## src/gdd_pkg.sv

```systemverilog
`default_nettype none
package gdd_pkg;

  localparam int DAY_W   = 5;
  localparam int MONTH_W = 4;
  localparam int YEAR_W  = 14;
  localparam int COUNT_W = 22;

  localparam int IN_TDATA_W  = 48;
  localparam int OUT_TDATA_W = 24;

  localparam logic [COUNT_W-1:0] COUNT_MAX = {COUNT_W{1'b1}};
  localparam logic [MONTH_W-1:0] DECEMBER  = 4'd12;
  localparam logic [MONTH_W-1:0] JANUARY   = 4'd1;
  localparam logic [MONTH_W-1:0] FEBRUARY  = 4'd2;

  // inverse of 25 modulo 2^14; y*INV25 lands at or below the limit only when 25 divides y
  localparam logic [YEAR_W-1:0] INV25     = 14'd7209;
  localparam logic [YEAR_W-1:0] DIV25_LIM = 14'd655;

  typedef enum logic [1:0] {
    ST_IDLE,
    ST_CHECK,
    ST_WALK,
    ST_FINISH
  } gdd_state_t;

  typedef struct packed {
    logic load;
    logic init;
    logic step;
    logic emit;
  } gdd_cmd_t;

  typedef struct packed {
    logic dates_ok;
    logic start_before;
    logic at_end;
    logic out_free;
  } gdd_sts_t;

  function automatic logic is_leap(input logic [YEAR_W-1:0] y);
    logic [2*YEAR_W-1:0] prod;
    logic div4;
    logic div16;
    logic div25;
    prod  = y * INV25;
    div4  = (y[1:0] == 2'd0);
    div16 = (y[3:0] == 4'd0);
    div25 = (prod[YEAR_W-1:0] <= DIV25_LIM);
    return div4 && (!div25 || div16);
  endfunction

  function automatic logic [DAY_W-1:0] month_len(input logic [MONTH_W-1:0] m,
                                                  input logic leap);
    logic [DAY_W-1:0] len;
    unique case (m)
      4'd1, 4'd3, 4'd5, 4'd7, 4'd8, 4'd10, 4'd12: len = 5'd31;
      4'd4, 4'd6, 4'd9, 4'd11:                    len = 5'd30;
      4'd2:                                       len = leap ? 5'd29 : 5'd28;
      default:                                    len = 5'd0;
    endcase
    return len;
  endfunction

endpackage
`default_nettype wire

```

## src/gdd_ctrl.sv

```systemverilog
`default_nettype none
module gdd_ctrl (
  input  wire logic              clk,
  input  wire logic              rst_n,
  input  wire logic              in_tvalid,
  output logic                   in_tready,
  input  wire gdd_pkg::gdd_sts_t sts,
  output gdd_pkg::gdd_cmd_t      cmd
);
  import gdd_pkg::*;

  gdd_state_t state_r;
  gdd_state_t state_nxt;

  always_ff @(posedge clk) begin
    if (!rst_n) begin
      state_r <= ST_IDLE;
    end else begin
      state_r <= state_nxt;
    end
  end

  always_comb begin
    state_nxt = state_r;
    cmd       = '0;
    in_tready = 1'b0;
    unique case (state_r)
      ST_IDLE: begin
        in_tready = 1'b1;
        if (in_tvalid) begin
          cmd.load  = 1'b1;
          state_nxt = ST_CHECK;
        end
      end
      ST_CHECK: begin
        cmd.init = 1'b1;
        if (sts.dates_ok && sts.start_before) begin
          state_nxt = ST_WALK;
        end else begin
          state_nxt = ST_FINISH;
        end
      end
      ST_WALK: begin
        if (sts.at_end) begin
          state_nxt = ST_FINISH;
        end else begin
          cmd.step = 1'b1;
        end
      end
      ST_FINISH: begin
        // wait until the output register can take the result
        if (sts.out_free) begin
          cmd.emit  = 1'b1;
          state_nxt = ST_IDLE;
        end
      end
      default: state_nxt = ST_IDLE;
    endcase
  end

endmodule
`default_nettype wire

```

## src/gdd_dp.sv

```systemverilog
`default_nettype none
module gdd_dp #(
  parameter int MAX_YEAR = 9999
) (
  input  wire logic                               clk,
  input  wire logic                               rst_n,
  input  wire logic [gdd_pkg::IN_TDATA_W-1:0]     in_tdata,
  input  wire gdd_pkg::gdd_cmd_t                  cmd,
  output gdd_pkg::gdd_sts_t                       sts,
  output logic                                    out_tvalid,
  input  wire logic                               out_tready,
  output logic [gdd_pkg::OUT_TDATA_W-1:0]         out_tdata
);
  import gdd_pkg::*;

  localparam logic [YEAR_W-1:0] YEAR_LIM = YEAR_W'(MAX_YEAR);

  logic [DAY_W-1:0]   sd_r, ed_r, wd_r, wd_nxt;
  logic [MONTH_W-1:0] sm_r, em_r, wm_r, wm_nxt;
  logic [YEAR_W-1:0]  sy_r, ey_r, wy_r, wy_nxt;
  logic               inc_r;
  logic               invalid_r;
  logic [COUNT_W-1:0] cnt_r, cnt_nxt;
  logic               out_valid_r;
  logic [COUNT_W-1:0] out_count_r;
  logic               out_invalid_r;

  logic               start_ok, end_ok;
  logic [DAY_W-1:0]   walk_len;
  logic [COUNT_W:0]   final_sum;
  logic [COUNT_W-1:0] final_count;

  // capture the item
  always_ff @(posedge clk) begin
    if (cmd.load) begin
      sd_r  <= in_tdata[4:0];
      sm_r  <= in_tdata[8:5];
      sy_r  <= in_tdata[22:9];
      ed_r  <= in_tdata[27:23];
      em_r  <= in_tdata[31:28];
      ey_r  <= in_tdata[45:32];
      inc_r <= in_tdata[46];
    end
  end

  assign start_ok = (sy_r <= YEAR_LIM) && (sd_r != '0) &&
                    (sd_r <= month_len(sm_r, is_leap(sy_r)));
  assign end_ok   = (ey_r <= YEAR_LIM) && (ed_r != '0) &&
                    (ed_r <= month_len(em_r, is_leap(ey_r)));

  // one day forward from the walk date
  assign walk_len = month_len(wm_r, is_leap(wy_r));

  always_comb begin
    wd_nxt = wd_r + 5'd1;
    wm_nxt = wm_r;
    wy_nxt = wy_r;
    if (wd_r == walk_len) begin
      wd_nxt = 5'd1;
      if (wm_r == DECEMBER) begin
        wm_nxt = JANUARY;
        wy_nxt = wy_r + 14'd1;
      end else begin
        wm_nxt = wm_r + 4'd1;
      end
    end
    cnt_nxt = (cnt_r == COUNT_MAX) ? COUNT_MAX : cnt_r + 22'd1;
  end

  always_ff @(posedge clk) begin
    if (cmd.init) begin
      wd_r      <= sd_r;
      wm_r      <= sm_r;
      wy_r      <= sy_r;
      cnt_r     <= '0;
      invalid_r <= !(start_ok && end_ok);
    end else if (cmd.step) begin
      wd_r  <= wd_nxt;
      wm_r  <= wm_nxt;
      wy_r  <= wy_nxt;
      cnt_r <= cnt_nxt;
    end
  end

  assign final_sum   = {1'b0, cnt_r} + {{COUNT_W{1'b0}}, inc_r};
  assign final_count = final_sum[COUNT_W] ? COUNT_MAX : final_sum[COUNT_W-1:0];

  always_ff @(posedge clk) begin
    if (!rst_n) begin
      out_valid_r <= 1'b0;
    end else if (cmd.emit) begin
      out_valid_r <= 1'b1;
    end else if (out_tready) begin
      out_valid_r <= 1'b0;
    end
  end

  always_ff @(posedge clk) begin
    if (cmd.emit) begin
      out_count_r   <= invalid_r ? '0 : final_count;
      out_invalid_r <= invalid_r;
    end
  end

  assign sts.dates_ok     = start_ok && end_ok;
  assign sts.start_before = {sy_r, sm_r, sd_r} < {ey_r, em_r, ed_r};
  assign sts.at_end       = (wd_r == ed_r) && (wm_r == em_r) && (wy_r == ey_r);
  assign sts.out_free     = !out_valid_r || out_tready;

  assign out_tvalid = out_valid_r;
  assign out_tdata  = {1'b0, out_invalid_r, out_count_r};

endmodule
`default_nettype wire

```

## src/gregorian_date_difference.sv

```systemverilog
// channel  dir  tdata fields, lowest bit up
// in_      in   start_day[4:0] start_month[8:5] start_year[22:9] end_day[27:23]
//               end_month[31:28] end_year[45:32] count_end_day[46], zero [47]
// out_     out  day_count[21:0] date_invalid[22], zero [23]
//
// the walk steps one day per cycle through the date counter, so the span of days
// between the dates sets how long an item takes.
// an invalid date, or a start not before the end, skips the walk.
// one item is in work at a time; the next is taken once the result sits in the
// output register, which holds it while out_tready is low.
// rst_n is synchronous, active low, and empties the block.
`default_nettype none
module gregorian_date_difference #(
  parameter int MAX_YEAR = 9999
) (
  input  wire logic                           clk,
  input  wire logic                           rst_n,
  input  wire logic                           in_tvalid,
  output logic                                in_tready,
  // start_day, start_month, start_year, end_day, end_month, end_year, count_end_day
  input  wire logic [gdd_pkg::IN_TDATA_W-1:0] in_tdata,
  output logic                                out_tvalid,
  input  wire logic                           out_tready,
  // day_count, date_invalid
  output logic [gdd_pkg::OUT_TDATA_W-1:0]     out_tdata
);
  import gdd_pkg::*;

  gdd_cmd_t cmd;
  gdd_sts_t sts;

  gdd_ctrl u_ctrl (
    .clk       (clk),
    .rst_n     (rst_n),
    .in_tvalid (in_tvalid),
    .in_tready (in_tready),
    .sts       (sts),
    .cmd       (cmd)
  );

  gdd_dp #(
    .MAX_YEAR (MAX_YEAR)
  ) u_dp (
    .clk        (clk),
    .rst_n      (rst_n),
    .in_tdata   (in_tdata),
    .cmd        (cmd),
    .sts        (sts),
    .out_tvalid (out_tvalid),
    .out_tready (out_tready),
    .out_tdata  (out_tdata)
  );

endmodule
`default_nettype wire

```

## config.mk

```make
export PLATFORM = sky130hd
export DESIGN_NAME = gregorian_date_difference
export DESIGN_NICKNAME = d
export VERILOG_FILES = /design/src/gdd_pkg.sv /design/src/gdd_ctrl.sv /design/src/gdd_dp.sv /design/src/gregorian_date_difference.sv
export SDC_FILE = /design/constraint.sdc
export NUM_CORES = 1
export LEC_CHECK = 0
export BUFFER_PORTS_ARGS = -buffer_cell sky130_fd_sc_hd__clkbuf_2
export CAP_MARGIN = 15
export CORE_MARGIN = 5
export CORE_UTILIZATION = 56
export CTS_CLUSTER_DIAMETER = 200
export DETAILED_ROUTE_END_ITERATION = 16
export PLACE_DENSITY = 0.74
export SETUP_SLACK_MARGIN = 0.5
export SYNTH_ARGS = -nofsm -noshare
export SYNTH_HDL_FRONTEND = slang
export SYNTH_HIERARCHICAL = 1
export SYNTH_SLANG_ARGS = --single-unit
```

## constraint.sdc

```tcl
create_clock -name clk -period 5.06 [get_ports clk]
set_clock_uncertainty 0.1 [all_clocks]
set_input_delay 1.012 -clock clk [delete_from_list [all_inputs] [get_ports clk]]
set_output_delay 1.012 -clock clk [all_outputs]
set_load 0.05 [all_outputs]
```

==> summary.txt, run 1 <==
Floorplanning
  • Io pins: 78
  • DIE HEIGHT: 143.6 um
  • Die span in x: ~140 um
  • Core area: ~17000 sq um
  • # rows: 48
  • Initial Util: about 57%
  • Full die area: 20630 sq um

Clock network
  • TritonCTS clock tree: yes
  • Clock transition at the registers of the reported paths: roughly 0.060 ns
  • CTS root buf: clkbuf_16
  • Clk_lat worst skew: 0.42 ns
  • Clock buffer depth: 2
  • Clock sink count: 119
  • Total CTS buffers: 17
  • Hold_buf cts: 0
  • # H-tree levels: 4

Critical path
  • Data arrival, critical path: 5.47 ns
  • Worst R2R Setup Slack: -0.21 ns
  • Crit path required time: 5.26 ns
  • Worst setup EP type: flip-flop
  • Worst path slowest cell: fa_1
  • Max incr delay on CP: 0.54 ns
  • CP dominant cell by count: ha_4
  • Crit-path max FO: 4
  • CP Class: flip-flop to flip-flop
  • Type of origin of the critical path: flip-flop

Routing
  • Final ANT Viol Nets: 0
  • Max Used Layer: met4
  • WL met2: 10.63 mm
  • Detailed Route WL: 22.66 mm
  • Via-to-Cell Ratio: 5.700
  • Pre-antenna DRT Iters: 6
  • WL met3: between 1 and 1.5 mm
  • Routed vias: 7672
  • Met1 wire length: 10.29 mm
  • DRC errors left: 0
  • Initial DRC count: around 600
  • Routed wire per std cell: ~17 um

Place
  • Post-DP HPWL: 17.32 mm
  • Port Buf Inserts: 75
  • GP Congestion: roughly 0.91

Run
  • Max-Cap Viols: 0

Yosys
  • Syn_area_per_cell: 10.12 sq um
  • Post-synth ARST share: 0%
  • Mapped Area: 10000 sq um
  • EDFF count, synth: 94
  • Yosys warning count: 6
  • Mapped Cells: 988
  • Top_reg_cell synth: edfxtp_1
  • Top cells by area, synth: edfxtp_1 (28%), ha_1 (20%), fa_1 (6.6%), inv_1 (5.6%), xnor2_1 (5.2%)
  • Yosys reg bits: 119
  • Leading area contributor after synthesis: edfxtp_1
  • Yosys cell types: just under 70
  • Post-synthesis sequential area ratio: 33.23%
  • Post-synth top area share: between 20% and 30%
  • Syn nets: 1235

Global route
  • Total grt overflow: 0
  • Initial antenna violation count: 0
  • Largest net degree at the start of global routing: 63
  • Gr usage total: 22.88%
  • Global-route wire length before repair: 37.72 mm
  • Vias in the first global route: 7756

Finish
  • Fin util: 68.10%
  • Ant. Diodes: 0
  • Filler instances: 1312
  • Share of post-route cells with drive strength above 1: 20.34%
  • Final Net Count: about 1400
  • Layout area overhead: 18.62%

Status
  • Failing checks: setup timing
  • Run status: finished with violations

Timing
  • Final number of setup-violating endpoints: 2
  • Min Tclk post-route: between 5 and 6 ns
  • RSZ-0062 raised after global routing: true
  • Fmax: around 190 MHz
  • Final WS setup: -0.2117 ns
  • Final Cycle Share: 104.2%
  • Slew Viols, Final: 0
  • Worst rel slew slack: 28.11%
  • Measured slew at the worst slew-check pin: 1.078 ns
  • Final Hold Vio Count: 0

Min path
  • Worst hold path class: flip-flop to flip-flop
[critical path: cells and delay by family (launching register included)]
kind / cells / cell delay [ns]
AO/OA/AOI/OAI: 8 / 1.16
XOR/XNOR: 2 / 0.28
adder cells (fa/ha/maj): 7 / 2.37
buffers and inverters: 4 / 0.36
flip-flops: 1 / 0.40
AND/OR/NAND/NOR: 5 / 0.50
[final cells by class]
| class | count | area, sq um | share of cell area, % |
|---|---|---|---|
| inverter | 151 | 566.8 | 4.778 |
| multi-input combinational | 688 | 6296 | 53.08 |
| sequential | 119 | 3323 | 28.02 |
| tap | 225 | 281.5 | 2.373 |
| clock buffer | 17 | 425.4 | 3.586 |
| clock inverter | 15 | 130.1 | 1.097 |
| timing repair buffer | 131 | 838.3 | 7.067 |
[layer usage]
| metal | vias up | track usage [%] |
|---|---|---|
| met3 | 50 | 4.160 |
| met2 | 242 | 35.56 |
| met1 | 3703 | 32.31 |
| met4 | 0 | 8.028 |
| li1 | 3677 | - |
| met5 | - | 0 |
[metrics by stage]
stage / hold WS (ns) / std cells / TNS (ns) / area (sq um) / setup slack [ns]
6_report: 0.4410 / 1346 / -0.3369 / 11860 / -0.2117
5_1_grt: 0.4724 / 1346 / -0.8384 / 11860 / -0.4895
4_1_cts: 0.4507 / 1341 / -0.2226 / 11650 / -0.1706
3_5_place_dp: 0.4337 / 1303 / -0.2715 / 10970 / -0.1844
3_3_place_gp: 0.4240 / 1303 / -0.1264 / 10970 / -0.1060
2_1_floorplan: 0.3914 / 988 / 0 / 10090 / 0.1982
[state kept, by name (all words and copies together), names as in the netlist, 2 cells and up]
signal / count
u_dp/cnt_r: 22
u_dp/out_count_r: 22
u_dp/ey_r: 14
u_dp/sy_r: 14
u_dp/wy_r: 14
u_dp/ed_r: 5
u_dp/sd_r: 5
u_dp/wd_r: 5
u_dp/em_r: 4
u_dp/sm_r: 4
u_dp/wm_r: 4
u_ctrl/state_r: 2
[placed cells by master, fill, tap and decap left out, types with 4 or more instances in the layout]
cell | Yosys | routed
and3_1 | 9 | 9
inv_2 | 0 | 6
and4_1 | 4 | 4
nand2_1 | 38 | 38
o31ai_1 | 6 | 6
nor2_1 | 36 | 35
inv_1 | 150 | 144
a21o_1 | 16 | 16
a21oi_2 | 0 | 5
buf_4 | 2 | 47
xor2_1 | 54 | 54
nor4_1 | 8 | 7
a21oi_1 | 65 | 60
o21ai_0 | 29 | 23
fa_1 | 33 | 31
edfxtp_1 | 94 | 94
a31oi_1 | 7 | 4
o21ai_1 | 0 | 4
o211ai_1 | 4 | 4
o21a_1 | 6 | 6
nand4_1 | 24 | 24
nor3_1 | 15 | 13
ha_1 | 162 | 151
clkbuf_16 | 0 | 17
xnor2_2 | 0 | 4
clkinvlp_4 | 0 | 5
or3_1 | 6 | 6
xnor3_1 | 4 | 4
nand3_1 | 24 | 24
xnor2_1 | 59 | 55
nand2b_1 | 13 | 13
a211oi_1 | 7 | 6
ha_4 | 0 | 9
buf_6 | 1 | 8
clkbuf_2 | 0 | 75
dfxtp_1 | 25 | 25
[synth_stat cells (6+ instances only)]
| cell type | number |
|---|---|
| nor2b_1 | 6 |
| inv_1 | 150 |
| nand3_1 | 24 |
| xor2_1 | 54 |
| or3_1 | 6 |
| dfxtp_1 | 25 |
| nor4_1 | 8 |
| a21oi_1 | 65 |
| nand2_1 | 38 |
| clkbuf_1 | 24 |
| ha_1 | 162 |
| o21ai_0 | 29 |
| xnor2_1 | 59 |
| edfxtp_1 | 94 |
| a31oi_1 | 7 |
| nor3_1 | 15 |
| fa_1 | 33 |
| nor2_1 | 36 |
| o21a_1 | 6 |
| a211oi_1 | 7 |
| nand2b_1 | 13 |
| and3_1 | 9 |
| o31ai_1 | 6 |
| a21o_1 | 16 |
| nand4_1 | 24 |
[final timing paths]
check | startpoint | endpoint | cells past startpoint
worst max-delay path | u_dp/ey_r[2] | u_ctrl/state_r[0] | 26
worst min register to register | u_ctrl/state_r[1] | u_ctrl/state_r[1] | 2
worst min-delay path | u_ctrl/state_r[1] | u_ctrl/state_r[1] | 2
worst max register to register | u_dp/ey_r[2] | u_ctrl/state_r[0] | 26
[logic make-up (layout without fill, tap and decap cells)]
kind of cell / after synthesis / count (layout) / share of synthesized area [%]
xor+xnor: 117 / 117 / 10.80
flops: 119 / 119 / 33.23
other cells: 1 / 1 / 0.03750
simple gates: 202 / 202 / 10.75
compound gates: 168 / 168 / 10.80
buf+inv: 181 / 314 / 6.982
mux: 5 / 5 / 0.5255
fa+ha+maj: 195 / 195 / 26.88
[repair_timing]
| item | 4_1_cts | 5_1_grt |
|---|---|---|
| setup endpoints to repair | 24 | 25 |
| pin swaps | 14 | 31 |
| resized for setup | 21 | 29 |
| buffers inserted | 6 | 5 |
Power of run 1 is left out: the tool's default activity adds up to more than one toggle a clock period on the data nets, which glitch-free logic cannot reach.
==> run 2, diff against run 1 <==
--- a/config.mk
+++ b/config.mk
@@ -5,12 +5,12 @@
 export SDC_FILE = /design/constraint.sdc
 export NUM_CORES = 1
 export LEC_CHECK = 0
-export BUFFER_PORTS_ARGS = -buffer_cell sky130_fd_sc_hd__clkbuf_2
 export CAP_MARGIN = 15
 export CORE_MARGIN = 5
-export CORE_UTILIZATION = 56
+export CORE_UTILIZATION = 59
 export CTS_CLUSTER_DIAMETER = 200
 export DETAILED_ROUTE_END_ITERATION = 16
+export DONT_BUFFER_PORTS = 1
 export PLACE_DENSITY = 0.74
 export SETUP_SLACK_MARGIN = 0.5
 export SYNTH_ARGS = -nofsm -noshare
==> run 2 against run 1 <==
Effect of this change:
- the run still ends with setup timing left
- die area decreased by 4.7%
- routed wire length decreased by 3.1%
- hold slack got worse by 0.0098 ns
- non-clock buffer count decreased by 78
- register-to-register slack improved by 0.13 ns
- maximum frequency increased by 2.6%
- final area decreased by 4.3%
- sequential share of layout area increased by 1.3 points
- critical path depth decreased by 2
- count of clock-buffer cells in the layout unchanged
- highest routed layer unchanged
==> summary.txt, run 2 (same netlist as run 1, synthesis figures left out) <==
Finish
  • Top flop regs: u_dp/cnt_r (22), u_dp/out_count_r (22)
  • Layout area overhead: 13.51%
  • Share of post-route cells with drive strength above 1: 13.14% (-7.2 points)
  • Final Net Count: 1277 (-5.8%)
  • Commonest non-fill, non-tap cell in the layout: ha_1
  • Most frequent cells in the layout: ha_1 (155), inv_1 (147), edfxtp_1 (94), a21oi_1 (60), xnor2_1 (57)
  • Fin area: 11350 sq um (-4.3%)
  • Final cell count without fillers: 1263 (-6.2%)
  • Ant. Diodes: 0 (unchanged)

Routing
  • Initial DRC count: 586 (-1.3%)
  • Via-to-Cell Ratio: 5.762 (+1.1%)
  • Detailed Route WL: 21.95 mm (-3.1%)
  • Routed wire per std cell: 17.38 um (+3.2%)
  • DRC errors left: 0 (unchanged)
  • Pre-antenna DRT Iters: 5 (-1)
  • Routed vias: 7278 (-5.1%)
  • Final ANT Viol Nets: 0 (unchanged)

Floorplanning
  • Io pins: 78 (unchanged)
  • DIE HEIGHT: 140.2 um (-2.4%)
  • # rows: 47 (-2.1%)
  • Full die area: 19650 sq um (-4.7%)
  • Core area: 16580 sq um (-4.8%)
  • Die span in x: 140.2 um (-2.4%)
  • Initial Util: 60.30% (+2.9 points)

Timing
  • Final Cycle Share: 101.6% (-2.6 points)
  • RSZ-0062 raised after global routing: true
  • Worst rel slew slack: 28.23% (+0.12 points)
  • Final WS setup: -0.07973 ns (+0.1320 ns)
  • Final number of setup-violating endpoints: 1 (-1)
  • Final Hold Vio Count: 0 (unchanged)
  • Slew Viols, Final: 0 (unchanged)
  • Final hold slack: 0.4312 ns (-0.009781 ns)
  • Fmax: 194.6 MHz (+2.6%)
  • Min Tclk post-route: 5.140 ns (-0.1320 ns)
  • Measured slew at the worst slew-check pin: 1.077 ns (-0.001776 ns)

Place
  • Cells after DPL: 1222 (-6.2%)
  • Port Buf Inserts: 0 (-100%)
  • GP Congestion: 0.8968 (-1.8%)
  • Dpl ws: -0.1941 ns (-0.009639 ns)
  • Post-DP HPWL: 16.55 mm (-4.5%)
  • Cell Area, Placed: 10580 sq um (-3.5%)

Critical path
  • Crit path required time: 5.29 ns (+0.03 ns)
  • Data arrival, critical path: 5.37 ns (-0.10 ns)
  • Worst R2R Setup Slack: -0.08 ns (+0.13 ns)
  • Worst setup EP type: flip-flop
  • Type of origin of the critical path: flip-flop
  • Crit-path max FO: 6 (+2)
  • CP Class: flip-flop to flip-flop

Global route
  • Vias in the first global route: 7351 (-5.2%)
  • GR Util met3: 4.329% (+0.17 points)
  • Met2 Track Usage GR: 37.85% (+2.3 points)
  • GRT busiest layer: met2
  • Gr usage total: 22.97% (+0.093 points)
  • Global-route wire length before repair: 36.45 mm (-3.4%)
  • Met1 Resource Use GR: 30.92% (-1.4 points)
  • Largest net degree at the start of global routing: 63 (unchanged)
  • Total grt overflow: 0 (unchanged)
  • Initial antenna violation count: 0 (unchanged)

Clock network
  • Clock buffer depth: 2 (unchanged)
  • Clock transition at the registers of the reported paths: 0.06 ns (about the same)
  • Hold_buf cts: 0 (unchanged)
  • # H-tree levels: 4 (unchanged)
  • Clk_lat worst skew: 0.41 ns (about the same)
  • Total CTS buffers: 17 (unchanged)
  • TritonCTS clock tree: yes
  • CTS root buf: clkbuf_16
  • Clock sink count: 119 (unchanged)

Run
  • Max-Cap Viols: 0 (unchanged)

Status
  • Run status: finished with violations
  • Failing checks: setup timing

Min path
  • Worst hold path class: flip-flop to flip-flop
-- run 2: critical path, stage by stage (launching register included) --
cell       delay, ns
edfxtp_1        0.41
fa_1            0.59
ha_4            0.21
ha_1            0.27
inv_1           0.05
fa_1            0.45
fa_2            0.55
inv_2           0.04
ha_4            0.28
nor2b_1         0.06
a2111oi_2       0.32
o21ai_1         0.11
nor4_1          0.17
a31oi_1         0.14
ha_2            0.20
nor2b_1         0.12
o21a_1          0.13
o21ai_2         0.05
nand2b_1        0.09
a21oi_2         0.06
a31oi_1         0.19
nor3_1          0.08
nand2_1         0.09
a211oi_2        0.07
a221oi_2        0.23
-- run 2: final timing paths --
check | to | cells past startpoint | startpoint
setup / recovery | u_ctrl/state_r[0] | 24 | u_dp/sy_r[2]
hold / removal | u_ctrl/state_r[1] | 2 | u_ctrl/state_r[1]
setup reg to reg | u_ctrl/state_r[0] | 24 | u_dp/sy_r[2]
hold reg to reg | u_ctrl/state_r[1] | 2 | u_ctrl/state_r[1]
-- run 2: per-stage QoR --
step / utilization (%) / TNS, ns
after floorplan: - / 0
after global placement: 63.79 / -0.06956
after detailed placement: 63.79 / -0.2425
after CTS: 67.95 / -0.06091
after global routing: 68.45 / -0.4671
final: 68.45 / -0.07973
-- run 2: per-layer routing --
layer | wire (um) | part of all wire, % | vias to the layer above
met2 | 10420 | 47 | 220
met5 | 0 | 0 | -
met1 | 9762 | 44 | 3488
met3 | 1272 | 5.8 | 41
met4 | 496 | 2.3 | 0
li1 | - | - | 3529
-- run 2: timing repair --
| item | CTS | global route |
|---|---|---|
| endpoints found under the setup margin | 23 | 25 |
| pin swaps | 13 | 12 |
| resized for setup | 16 | 14 |
| buffers inserted | 6 | 3 |
-- run 2: area by class of cell --
type	instances	area [sq um]
sequential	119	3323
tap	220	275.3
timing repair buffer	53	429.2
multi-input combinational	688	6176
clock buffer	17	425.4
clock inverter	15	155.1
inverter	151	566.8
fill	1248	5233
Power of run 2 is left out for the same reason.
